**src/hdl/mips_subset_core_defines.svh**
```systemverilog
// Assertion macros for the core
`ifndef MIPS_SUBSET_CORE_DEFINES_SVH
`define MIPS_SUBSET_CORE_DEFINES_SVH
`ifndef SYNTHESIS
`define MSC_ASSERT(label, clk, rst_n, prop) \
  label: assert property (@(posedge clk) disable iff (!rst_n) prop) else $error("%m failed");
`define MSC_ASSERT_RST(label, clk, prop) \
  label: assert property (@(posedge clk) prop) else $error("%m failed");
`else
`define MSC_ASSERT(label, clk, rst_n, prop)
`define MSC_ASSERT_RST(label, clk, prop)
`endif
`endif

```
**src/hdl/msc_pkg.sv**
```systemverilog
// ----------------------------------------------------------------------------
// msc_pkg
// Shared types and constants of the MIPS subset core.
// ----------------------------------------------------------------------------
`timescale 1ns / 1ps
package msc_pkg;
  localparam int unsigned MemBytes = 65536;
  localparam int unsigned AddrW    = $clog2(MemBytes);

  localparam logic [2:0] ReqLoadInstr = 3'd0;
  localparam logic [2:0] ReqLoadData  = 3'd1;
  localparam logic [2:0] ReqExec      = 3'd2;
  localparam logic [2:0] ReqReadData  = 3'd3;
  localparam logic [2:0] ReqReadReg   = 3'd4;

  localparam logic [5:0] OpRtype = 6'b000000;
  localparam logic [5:0] OpJ     = 6'b000010;
  localparam logic [5:0] OpBeq   = 6'b000100;
  localparam logic [5:0] OpAddiu = 6'b001001;
  localparam logic [5:0] OpLw    = 6'b100011;
  localparam logic [5:0] OpSw    = 6'b101011;
  localparam logic [31:0] HaltWord = 32'hFFFF_FFFF;

  localparam logic [2:0] FnAddu = 3'd1;
  localparam logic [2:0] FnSubu = 3'd3;
  localparam logic [2:0] FnAnd  = 3'd4;
  localparam logic [2:0] FnOr   = 3'd5;
  localparam logic [2:0] FnNor  = 3'd7;

  // controller -> datapath
  typedef struct packed {
    logic        clr_en;     // clear data memory at clr address
    logic        load_req;   // latch input beat
    logic        imem_wr;    // byte load to instr memory
    logic        dmem_wr_in; // byte load to data memory
    logic        fetch_rd;   // read instr byte at pc + cnt
    logic        fetch_cap;  // shift fetched byte into instruction
    logic        decode;     // capture operands
    logic        data_rd;    // read data byte at eaddr + cnt
    logic        data_cap;   // shift data byte into load word
    logic        sw_wr;      // store byte of rt at eaddr + cnt
    logic        commit;     // register write / pc update
    logic        set_halt;
    logic        rd_data;    // read data byte for read request
    logic        out_cap;    // capture result
    logic [1:0]  cnt;
  } msc_cmd_t;

  // datapath -> controller
  typedef struct packed {
    logic       is_halt;
    logic       is_lw;
    logic       is_sw;
    logic       halted;
    logic [2:0] req;
  } msc_sts_t;
endpackage

```
**src/hdl/msc_ctrl.sv**
```systemverilog
// ----------------------------------------------------------------------------
// msc_ctrl
// Sequencer: memory clear, request handling, fetch / execute, output handshake.
// ----------------------------------------------------------------------------
`timescale 1ns / 1ps
module msc_ctrl import msc_pkg::*; (
  input  logic             clk_i,
  input  logic             rst_ni,
  input  logic             in_valid_i,
  output logic             in_ready_o,
  output logic             out_valid_o,
  input  logic             out_ready_i,
  input  msc_sts_t         sts_i,
  output msc_cmd_t         cmd_o,
  output logic [AddrW-1:0] clr_addr_o
);
  typedef enum logic [8:0] {
    StClear  = 9'b000000001,
    StIdle   = 9'b000000010,
    StDisp   = 9'b000000100,
    StFetch  = 9'b000001000,
    StDecode = 9'b000010000,
    StLoad   = 9'b000100000,
    StStore  = 9'b001000000,
    StCommit = 9'b010000000,
    StRead   = 9'b100000000
  } state_e;

  state_e state_q, state_d;
  logic [AddrW-1:0] clr_q, clr_d;
  logic [2:0] cnt_q, cnt_d;
  logic out_valid_q, out_valid_d;
  logic cap;

  assign in_ready_o  = (state_q == StIdle) && (!out_valid_q || out_ready_i);
  assign out_valid_o = out_valid_q;
  assign clr_addr_o  = clr_q;

  always_comb begin
    cmd_o       = '0;
    cmd_o.cnt   = cnt_q[1:0];
    state_d     = state_q;
    clr_d       = clr_q;
    cnt_d       = cnt_q;
    cap         = 1'b0;
    case (state_q)
      StClear: begin
        cmd_o.clr_en = 1'b1;
        clr_d = clr_q + 1'b1;
        if (clr_q == AddrW'(MemBytes - 1)) state_d = StIdle;
      end
      StIdle: if (in_valid_i && in_ready_o) begin
        cmd_o.load_req = 1'b1;
        state_d = StDisp;
      end
      StDisp: begin
        cnt_d = '0;
        case (sts_i.req)
          ReqLoadInstr: begin cmd_o.imem_wr = 1'b1; cap = 1'b1; end
          ReqLoadData:  begin cmd_o.dmem_wr_in = 1'b1; cap = 1'b1; end
          ReqExec: if (sts_i.halted) cap = 1'b1;
                   else begin
                     cmd_o.fetch_rd = 1'b1;
                     cnt_d = 3'd1;
                     state_d = StFetch;
                   end
          ReqReadData: begin cmd_o.rd_data = 1'b1; state_d = StRead; end
          default: cap = 1'b1;
        endcase
      end
      StFetch: begin
        // byte cnt-1 is on the read port; request byte cnt
        if (cnt_q == 3'd4) begin
          if (sts_i.is_halt) begin
            cmd_o.set_halt = 1'b1;
            state_d = StRead;
          end else begin
            cmd_o.fetch_cap = 1'b1;
            state_d = StDecode;
          end
        end else begin
          cmd_o.fetch_rd  = 1'b1;
          cmd_o.fetch_cap = 1'b1;
          cnt_d = cnt_q + 3'd1;
        end
      end
      StDecode: begin
        cmd_o.decode = 1'b1;
        cnt_d = '0;
        if (sts_i.is_lw) state_d = StLoad;
        else if (sts_i.is_sw) state_d = StStore;
        else state_d = StCommit;
      end
      StLoad: begin
        if (cnt_q != 3'd0) cmd_o.data_cap = 1'b1;
        if (cnt_q == 3'd4) state_d = StCommit;
        else begin
          cmd_o.data_rd = 1'b1;
          cnt_d = cnt_q + 3'd1;
        end
      end
      StStore: begin
        cmd_o.sw_wr = 1'b1;
        cnt_d = cnt_q + 3'd1;
        if (cnt_q == 3'd3) state_d = StCommit;
      end
      StCommit: begin
        cmd_o.commit = 1'b1;
        state_d = StRead;
      end
      StRead: begin
        cmd_o.rd_data = 1'b1;
        cap = 1'b1;
      end
      default: state_d = StIdle;
    endcase
    if (cap) begin
      cmd_o.out_cap = 1'b1;
      state_d = StIdle;
    end
    out_valid_d = cap ? 1'b1 : (out_valid_q && !out_ready_i);
  end

  always_ff @(posedge clk_i or negedge rst_ni) begin
    if (!rst_ni) begin
      state_q     <= StClear;
      clr_q       <= '0;
      cnt_q       <= '0;
      out_valid_q <= 1'b0;
    end else begin
      state_q     <= state_d;
      clr_q       <= clr_d;
      cnt_q       <= cnt_d;
      out_valid_q <= out_valid_d;
    end
  end
endmodule

```
**config.mk**
```make
export PLATFORM = sky130hd
export DESIGN_NAME = msc_ctrl
export DESIGN_NICKNAME = d
export VERILOG_FILES = /design/src/hdl/mips_subset_core_defines.svh /design/src/hdl/msc_pkg.sv /design/src/hdl/msc_ctrl.sv
export SDC_FILE = /design/constraint.sdc
export NUM_CORES = 1
export LEC_CHECK = 0
export ABC_AREA = 1
export ABC_CLOCK_PERIOD_IN_PS = 4400
export BUFFER_PORTS_ARGS = -buffer_cell sky130_fd_sc_hd__buf_2
export CORE_MARGIN = 2
export CORE_UTILIZATION = 32
export CTS_CLUSTER_SIZE = 16
export DETAILED_ROUTE_END_ITERATION = 12
export GPL_TIMING_DRIVEN = 0
export PLACE_DENSITY = 0.63
export SYNTH_ARGS = -nofsm -noshare
export SYNTH_HDL_FRONTEND = slang
export SYNTH_SLANG_ARGS = --single-unit
```
**constraint.sdc**
```tcl
create_clock -name clk_i -period 4.4 [get_ports clk_i]
set_input_delay 0.66 -clock clk_i [delete_from_list [all_inputs] [get_ports clk_i]]
set_output_delay 0.66 -clock clk_i [all_outputs]
set_load 0.005 [all_outputs]
```
After elaboration in Yosys (flattened, before gate mapping) --
Index checks and enable logic that the tools add are counted.
Operators by class: $add $sub $neg 2, eq/ne operators 24, mux-type cells 44, reductions and logical operators 12
Operators with widths (count):
- $mux 9 | 9
- $pmux 9 s9 | 1
- $mux 1 | 24
- $pmux 9 s2 | 1
- $add 16x1->16 const B | 1
- $eq 16x16->1 const B | 1
- $ne 3x3->1 const B | 4
- $pmux 3 s4 | 1
- $eq 3x2->1 const B | 3
- $eq 9x1->1 const B | 1
- $eq 9x2->1 const B | 1
- $eq 9x3->1 const B | 1
- $eq 9x4->1 const B | 1
- $eq 9x5->1 const B | 1
- $eq 9x6->1 const B | 1
- $eq 9x7->1 const B | 1
- $eq 9x8->1 const B | 1
- $eq 9x9->1 const B | 1
- $mux 8 | 1
- $pmux 1 s2 | 4
- $reduce_and 8->1 | 1
- $mux 2 | 2
- $ne 2x2->1 const B | 2
- $ne 4x2->1 const B | 1
- 14 further kinds | 17
Word-level totals: bits in registers 29, input port bits 11, output and inout bits 34

Longest topological paths before layout --
Gate-level depths: netlist of the first run.
depth after elaboration 7, depth in mapped cells 11, mapped depth without buffers 11

Worst setup path after synthesis of the first run --
No wires, ideal clock.
path kind input to output, from input port sts_i[1] (netlist name), to output port cmd_o[2] (netlist name), arrival 1338 ps, data required time 3740 ps, slack 2402 ps, stages 8, buffers on the path 1, cells stage by stage inv_1 > nor2_1 > inv_1 > nor3_2 > inv_1 > nand3_1 > nand2_1 > buf_4
RTL lines:
- from (decl) | line msc_ctrl.sv:13 | input msc_sts_t sts_i,
- to (decl) | line msc_ctrl.sv:14 | output msc_cmd_t cmd_o,

==> results.py, run 1 <==
metrics = {
    "power": {
        "share_seq_of_total_power": 0.368,
        "power_report.internal_total_mw": 0.5338,
        "power_leakage_nw": 1.278,
        "net-switching-power_mw": 0.3141,
        "sw_frac_of_total": 0.3704,
        "power-per-cell-area_nw_per_um2": 364.7,
        "worst_ir_drop_on_vdd_mv": 0.2376,
        "p_clk_frac": 0.291,
        "pwr-share-comb": 0.341,
    },
    "floorplanning": {
        "pin_count": 45,
        "floorplan.die.height_um": 81.25,
        "floorplan.die.width_um": 81.25,
        "core_area_um2": 5851,
        "std_cell_rows": 28,
        "floorplan.initialDensity": 0.3263,
        "dieArea_um2": 6601,
    },
    "logic_synthesis": {
        "combinational_family_with_the_most_area_after_synthesis": "simple AND/OR/NAND/NOR gates",
        "post-synth-top-area-cell": "sky130_fd_sc_hd__dfrtp_1",
        "synth.mux.area_fraction": 0,
        "netlist-cell-type-count": 31,
        "yosys_register_bits": 29,
        "post_synth_and_or_nand_nor_area_fraction": 0.3938,
        "netlist.area_leader.share": 0.3670,
        "yosysWarnings": 0,
        "netlist_top_cells_area": "sky130_fd_sc_hd__dfrtp_1 37%, sky130_fd_sc_hd__nand2_1 10%, sky130_fd_sc_hd__inv_1 6.7%",
        "synth_sequential_area_ratio": 0.3807,
        "synthesis.nets": 258,
        "synth-compound-area-share": 0.04325,
        "mapped_area_um2": 1909,
        "synth_area_per_cell_um2": 7.857,
        "synthAdderAreaFrac": 0.02621,
        "synth-xor-area-share": 0.05963,
        "synthesis.instances": 243,
    },
    "setup_path": {
        "crit_fanout": 7,
        "ff2ff_setup_slack_ns": 2.67,
        "count_of_cells_along_the_worst_register_to_register_path": 8,
        "data_arrival_critical_path_ns": 1.77,
        "criticalPathCategory": "reg -> out",
        "critical_path.n_buffers_inverters": 3,
        "cpLargestDelayFamily": "simple AND/OR/NAND/NOR gates",
        "worstSetupStartpointType": "flip-flop",
        "crit_end": "cmd_o[3]",
        "cell_count_along_the_critical_path": 8,
        "cp-startpoint": "state_q[6]",
        "cpPeakStageDelay_ns": 0.39,
        "crit-reg2reg-launch": "clr_addr_o[0]",
        "cpMaxStageDelayCell": "sky130_fd_sc_hd__dfrtp_1",
        "worstPathCellList": "nor2_1 > nand2_4 > inv_2 > nand4_2 > nor3_2 > inv_1 > nand2_1 > buf_2",
        "critPathRequiredTime_ns": 3.74,
        "critPathCaptureType": "output pin",
        "worst_r2r_endpoint": "state_q[1]",
    },
    "sta": {
        "finalMaxSlewViolations": 0,
        "finalClockSkew_ns": 0.004482,
        "timing.slew.headroom": 0.5505,
        "max_slew.worst_pin.slew_ns": 0.6743,
        "hold_slack_ns": 0.4100,
        "final.period_utilization": 0.5514,
        "hold_violations": 0,
        "final-setup-viol-count": 0,
        "grt_setup_unrepaired": "no",
        "min_period_ns": 2.426,
        "aggregate_negative_setup_slack_ns": 0,
        "fmax_ghz": 0.4122,
    },
    "clocking": {
        "number_of_buffers_added_for_setup_after_cts": 0,
        "worstSkewPairLatency_ns": 0.28,
        "cts.hold.buffers_added": 0,
        "ctsLongestPathBuffers": 2,
        "h-tree-depth": 2,
        "post_cts.resized_instances": 0,
        "tritoncts_clock_tree": "yes",
        "cts_sinks": 29,
        "cts_buffers": 5,
        "cts_root_buf": "sky130_fd_sc_hd__clkbuf_8",
        "clkSlewWorstSetupHoldPaths_ns": 0.07,
    },
    "global_routing": {
        "grt_pass1_vias": 1620,
        "grt_first_pass_wirelength_um": 7307,
        "overflow": 0,
        "met1_usage": 0.1865,
        "globalRoute.busiestLayer": "met2",
        "met2_usage": 0.2339,
        "number_of_antenna_violations_at_the_first_check_in_global_routing": 0,
        "global_route_track_usage_on_met3": 0.03111,
        "track_usage": 0.1446,
        "maximum_number_of_pins_on_one_net_before_global_route_repair": 30,
    },
    "final_layout": {
        "final_core_utilization": 0.3973,
        "nets": 309,
        "post_route_cells_drive_above_1_share": 0.2983,
        "area.growth.synth_to_final_pct": 21.76,
        "insertedDiodeCount": 0,
    },
    "min_path": {
        "worstHoldPathType": "in -> async",
    },
    "route": {
        "drtPass1Iterations": 5,
        "vias": 1704,
        "drt_drc_violations_left": 0,
        "drt_iter0_drc": 70,
        "vias_per_cell": 4.605,
        "final_antenna_net_count": 0,
        "route.detailed.wl_per_inst_um": 11.58,
        "routed_wirelength_um": 4284,
    },
    "job": {
        "cap_violations": 0,
    },
    "outcome": {
        "outcome": "finished clean",
    },
    "placement": {
        "port_buffers": 44,
        "finalWeightedCongestion": 0.7993,
        "detailedPlacementHpwl_um": 3366,
    },
}
-- cell families after synthesis --
logic type,after synthesis
buffers and inverters,43
AO/OA/AOI/OAI,15
XOR/XNOR,13
adder cells (fa/ha/maj),4
flip-flops,29
AND/OR/NAND/NOR,139
-- cells in the final DEF (no fill, tap or decap), drive strengths merged --
master,count
a31oi,2
ha,4
nor3,15
nand3,17
xnor2,5
xor2,8
nand2,59
clkinv,1
a21oi,3
nor4,2
clkbuf,7
dfstp,1
nor2,34
nand4,10
o31ai,1
dfrtp,28
buf,49
nand3b,2
o21ai,7
inv,38
o22ai,2
-- worst min path at each step --
stage	start	endpoint	slack, ns	cells past startpoint
after CTS	rst_ni	clr_addr_o[5]	0.43	1
after global placement	cnt_q[2]	cnt_q[2]	0.50	2
after floorplan	rst_ni	clr_addr_o[0]	0.36	0
after global routing	rst_ni	clr_addr_o[6]	0.47	1
after detailed placement	cnt_q[2]	cnt_q[2]	0.51	2
final	rst_ni	clr_addr_o[5]	0.41	1
-- sequential cells by signal, summed over array words and instances, names as in the netlist --
signal and flops:
clr_addr_o 16, cnt_q 3, out_valid_o 1, state_q 9
-- power groups by stage --
stage	combinational, mW	clock, mW	sequential, mW
floorplan	0.214	0	0.312
global placement	0.287	0	0.316
detailed placement	0.292	0	0.316
CTS	0.293	0.255	0.312
global route	0.334	0.264	0.315
finish	0.289	0.247	0.312
-- worst register-to-register path: stages, from the launching register on --
cell                      delay [ns]
sky130_fd_sc_hd__dfrtp_1        0.41
sky130_fd_sc_hd__ha_1           0.28
sky130_fd_sc_hd__inv_1          0.06
sky130_fd_sc_hd__nor2_1         0.22
sky130_fd_sc_hd__nand4_1        0.13
sky130_fd_sc_hd__nand2_1        0.17
sky130_fd_sc_hd__nand4_4        0.17
sky130_fd_sc_hd__nor2_1         0.14
sky130_fd_sc_hd__nor2_1         0.04
-- cells in the mapped netlist --
| cell type | number |
|---|---|
| sky130_fd_sc_hd__a21oi_1 | 3 |
| sky130_fd_sc_hd__a31oi_1 | 2 |
| sky130_fd_sc_hd__buf_4 | 4 |
| sky130_fd_sc_hd__buf_6 | 1 |
| sky130_fd_sc_hd__dfrtp_1 | 28 |
| sky130_fd_sc_hd__dfstp_2 | 1 |
| sky130_fd_sc_hd__ha_1 | 4 |
| sky130_fd_sc_hd__inv_1 | 34 |
| sky130_fd_sc_hd__inv_2 | 4 |
| sky130_fd_sc_hd__nand2_1 | 51 |
| sky130_fd_sc_hd__nand2_2 | 6 |
| sky130_fd_sc_hd__nand2_4 | 2 |
| sky130_fd_sc_hd__nand3_1 | 15 |
| sky130_fd_sc_hd__nand3_2 | 2 |
| sky130_fd_sc_hd__nand3b_1 | 2 |
| sky130_fd_sc_hd__nand4_1 | 7 |
| sky130_fd_sc_hd__nand4_2 | 1 |
| sky130_fd_sc_hd__nand4_4 | 2 |
| sky130_fd_sc_hd__nor2_1 | 28 |
| sky130_fd_sc_hd__nor2_2 | 2 |
| sky130_fd_sc_hd__nor2_4 | 4 |
| sky130_fd_sc_hd__nor3_1 | 8 |
| sky130_fd_sc_hd__nor3_2 | 6 |
| sky130_fd_sc_hd__nor3_4 | 1 |
| sky130_fd_sc_hd__nor4_1 | 2 |
| sky130_fd_sc_hd__o21ai_0 | 5 |
| sky130_fd_sc_hd__o21ai_1 | 2 |
| sky130_fd_sc_hd__o22ai_1 | 2 |
| sky130_fd_sc_hd__o31ai_1 | 1 |
| sky130_fd_sc_hd__xnor2_1 | 5 |
| sky130_fd_sc_hd__xor2_1 | 8 |
-- cell type report --
cell class / instances / area, µm²
Multi-Input combinational cell: 171 / 998.5
Sequential cell: 29 / 726.9
Clock inverter: 1 / 5.005
Timing Repair Buffer: 44 / 220.2
Fill cell: 602 / 3526
Tap cell: 75 / 93.84
Buffer: 5 / 41.29
Inverter: 38 / 142.6
Clock buffer: 7 / 96.34
-- per-stage QoR --
stage	setup WS [ns]	total power, mW	area [µm²]	instances
final	1.974	0.8479	2325	370
after global routing	1.781	0.9131	2325	370
after CTS	1.944	0.8593	2325	370
after detailed placement	2.070	0.6084	2223	362
after global placement	2.083	0.6025	2223	362
after floorplan	2.402	0.5263	1909	243
-- layer usage --
layer / part of all wire / vias to the layer above
li1: - / 875
met5: 0 / -
met3: 0.035 / 8
met1: 0.48 / 790
met4: 0.020 / 0
met2: 0.46 / 31
Power figures use the tool's default switching activity.
==> run 2, diff against run 1 <==
Settings changed: ABC_AREA 1 to 0, ABC_CLOCK_PERIOD_IN_PS 4400 to 2000, PLACE_DENSITY 0.63 to 0.66.
Clock period 4.4 ns to 2 ns, I/O delays scaled along.
==> results.py, run 2 <==
metrics = {
    "setup_path": {
        "worstSetupStartpointType": "flip-flop",
        "cpMaxStageDelayCell": "sky130_fd_sc_hd__or4_4",
        "data_arrival_critical_path_ns": 2.27,
        "critical_path.n_buffers_inverters": 2,
        "cpLargestDelayFamily": "simple AND/OR/NAND/NOR gates",
        "critPathRequiredTime_ns": 1.70,
        "critPathCaptureType": "output pin",
        "criticalPathCategory": "reg -> out",
        "crit_fanout": 3,
        "worstPathCellList": "or4_4 > or3_4 > or4b_4 > inv_2 > buf_6",
        "cpPeakStageDelay_ns": 0.55,
    },
    "floorplanning": {
        "dieArea_um2": 5950,
        "floorplan.initialDensity": 0.3330,
        "std_cell_rows": 26,
        "pin_count": 45,
        "floorplan.die.width_um": 77.14,
        "core_area_um2": 5140,
        "floorplan.die.height_um": 77.14,
    },
    "logic_synthesis": {
        "yosys_register_bits": 29,
        "synthesis.nets": 193,
        "async_reset_ff_frac": 1.000,
        "synth_edf_count": 0,
        "synthesis.instances": 178,
        "synth_top_cells_by_count": "28 x sky130_fd_sc_hd__dfrtp_1, 17 x sky130_fd_sc_hd__nor2_1, 10 x sky130_fd_sc_hd__nand2_1",
        "post-synth-top-area-cell": "sky130_fd_sc_hd__dfrtp_1",
        "netlist_top_cells_area": "sky130_fd_sc_hd__dfrtp_1 41%, sky130_fd_sc_hd__xnor2_1 4.6%, sky130_fd_sc_hd__xor2_1 4.1%",
        "yosysWarnings": 0,
        "mapped_area_um2": 1712,
        "synth_area_per_cell_um2": 9.616,
        "post_synth_and_or_nand_nor_area_fraction": 0.3114,
        "netlist-cell-type-count": 52,
        "synth_top_flop_cell": "sky130_fd_sc_hd__dfrtp_1",
        "yosysMostFrequentCell": "sky130_fd_sc_hd__dfrtp_1",
        "synth.mux.area_fraction": 0.006579,
        "synth_sequential_area_ratio": 0.4247,
        "synth-compound-area-share": 0.09211,
        "synth-xor-area-share": 0.08699,
        "netlist.area_leader.share": 0.4094,
        "combinational_family_with_the_most_area_after_synthesis": "simple AND/OR/NAND/NOR gates",
        "synthAdderAreaFrac": 0.02924,
    },
    "route": {
        "routed_wirelength_um": 5267,
        "m1WireLength_um": 2216,
        "vias_per_cell": 5.237,
        "vias": 1723,
        "detailed_routed_wire_length_on_met2_um": 2722,
        "drt_iter0_drc": 149,
        "topRoutingLayerUsed": "met4",
        "length_of_routed_met3_wiring_um": 268,
        "route.detailed.wl_per_inst_um": 16.01,
        "drtPass1Iterations": 4,
        "final_antenna_net_count": 0,
        "drt_drc_violations_left": 0,
    },
    "sta": {
        "fmax_ghz": 0.3892,
        "finalMaxSlewViolations": 0,
        "final-setup-viol-count": 28,
        "finalClockSkew_ns": 0.01068,
        "grt_setup_unrepaired": "yes",
        "timing.slew.headroom": 0.5266,
        "hold_violations": 0,
        "max_slew.worst_pin.slew_ns": 0.7101,
        "min_period_ns": 2.569,
        "final.period_utilization": 1.285,
        "final_worst_setup_slack_ns": -0.5692,
    },
    "job": {
        "cap_violations": 0,
    },
    "power": {
        "worst_ir_drop_on_vdd_mv": 0.4565,
        "power_leakage_nw": 1.281,
        "p_total_mw": 1.973,
        "power-per-cell-area_nw_per_um2": 752.7,
    },
    "clocking": {
        "worstSkewPairLatency_ns": 0.29,
        "tritoncts_clock_tree": "yes",
        "clkSlewWorstSetupHoldPaths_ns": 0.07,
        "h-tree-depth": 2,
        "cts_root_buf": "sky130_fd_sc_hd__clkbuf_8",
        "cts_sinks": 29,
        "cts_buffers": 5,
        "ctsLongestPathBuffers": 2,
    },
    "placement": {
        "port_buffers": 44,
        "detailedPlacementHpwl_um": 3046,
        "dpl-instance-area_um2": 2044,
        "finalWeightedCongestion": 0.7848,
    },
    "global_routing": {
        "track_usage": 0.1686,
        "maximum_number_of_pins_on_one_net_before_global_route_repair": 30,
        "overflow": 0,
        "number_of_antenna_violations_at_the_first_check_in_global_routing": 0,
        "grt_pass1_vias": 1548,
        "grt_first_pass_wirelength_um": 7907,
    },
    "final_layout": {
        "post_route_cells_drive_above_1_share": 0.5135,
        "final_common_cell": "sky130_fd_sc_hd__buf_2",
        "n_fill_cell": 472,
        "fin_area_um2": 2621,
        "area.growth.synth_to_final_pct": 53.14,
        "most_frequent_cells_in_the_layout": "42 x sky130_fd_sc_hd__buf_2, 25 x sky130_fd_sc_hd__buf_4, 25 x sky130_fd_sc_hd__dfrtp_1, 13 x sky130_fd_sc_hd__buf_6, 12 x sky130_fd_sc_hd__nor2_1",
        "nets": 273,
        "insertedDiodeCount": 0,
        "largest_register_ffs": 16,
    },
    "outcome": {
        "failing_checks": "setup timing",
        "outcome": "finished with violations",
    },
    "min_path": {
        "worstHoldPathType": "in -> async",
    },
}
-- run 2: cell type report --
type,instances,area [µm²],area share
sequential,29,730.7,0.2788
clock buffer,6,72.57,0.02769
inverter,7,26.28,0.01002
multi-input combinational,132,1126,0.4296
timing repair buffer,78,533.0,0.2033
clock inverter,2,10.01,0.003819
tap,70,87.58,0.03341
buffer,5,35.03,0.01337
-- run 2: repair_timing --
| action | 4_1_cts | 5_1_grt |
|---|---|---|
| gates resized for setup | 19 | 43 |
| setup buffers | 20 | 14 |
| hold buffers | 0 | 0 |
| endpoints found under the setup margin | 37 | 36 |
| pin swaps | 11 | 10 |
-- run 2: kinds of logic after synthesis --
logic type,count (synthesis)
AND/OR/NAND/NOR,87
flip-flops,29
AO/OA/AOI/OAI,23
XOR/XNOR,17
buffers and inverters,17
adder cells (fa/ha/maj),4
multiplexers,1
-- run 2: worst register-to-register path: stages, from the launching register on --
cell,delay [ns]
sky130_fd_sc_hd__dfrtp_1,0.41
sky130_fd_sc_hd__or4_4,0.56
sky130_fd_sc_hd__or3_4,0.35
sky130_fd_sc_hd__or4b_4,0.52
sky130_fd_sc_hd__buf_4,0.15
sky130_fd_sc_hd__buf_6,0.12
sky130_fd_sc_hd__and3_4,0.14
sky130_fd_sc_hd__nor4_2,0.13
-- run 2: power by group --
group	total [mW]	switching (mW)	internal, mW
Sequential	0.672	0.0473	0.624
Clock	0.476	0.235	0.241
Combinational	0.825	0.379	0.446
Total	1.97	0.662	1.31
-- run 2: worst paths after layout --
check	endpoint	slack (ns)	startpoint	depth (start not counted)
setup / recovery	cmd_o[5]	-0.57	state_q[1]	5
hold / removal	state_q[7]	0.06	rst_ni	1
setup reg to reg	state_q[7]	-0.46	state_q[1]	7
hold reg to reg	clr_addr_o[11]	0.49	clr_addr_o[11]	1
max in group asynchronous	state_q[4]	1.45	rst_ni	1
min in group clk_i	state_q[4]	0.22	sts_i[6]	2
-- run 2: layer usage --
metal  vias up  track usage
li1        807            -
met1       860       0.2176
met2        52       0.2713
met3         4      0.04118
met4         0      0.06607
met5         -            0
-- run 2: through the flow --
stage	cells	setup TNS (ns)	util	worst slack [ns]	hold slack, ns
floorplan	178	-1.355	-	-0.2692	0.004409
global placement	292	-5.813	0.3978	-0.4560	0.3806
detailed placement	292	-6.038	0.3978	-0.4689	0.3831
CTS	318	-5.947	0.4586	-0.5678	0.07663
global route	329	-10.31	0.5100	-0.6132	0.1119
finish	329	-7.228	0.5100	-0.5692	0.05501
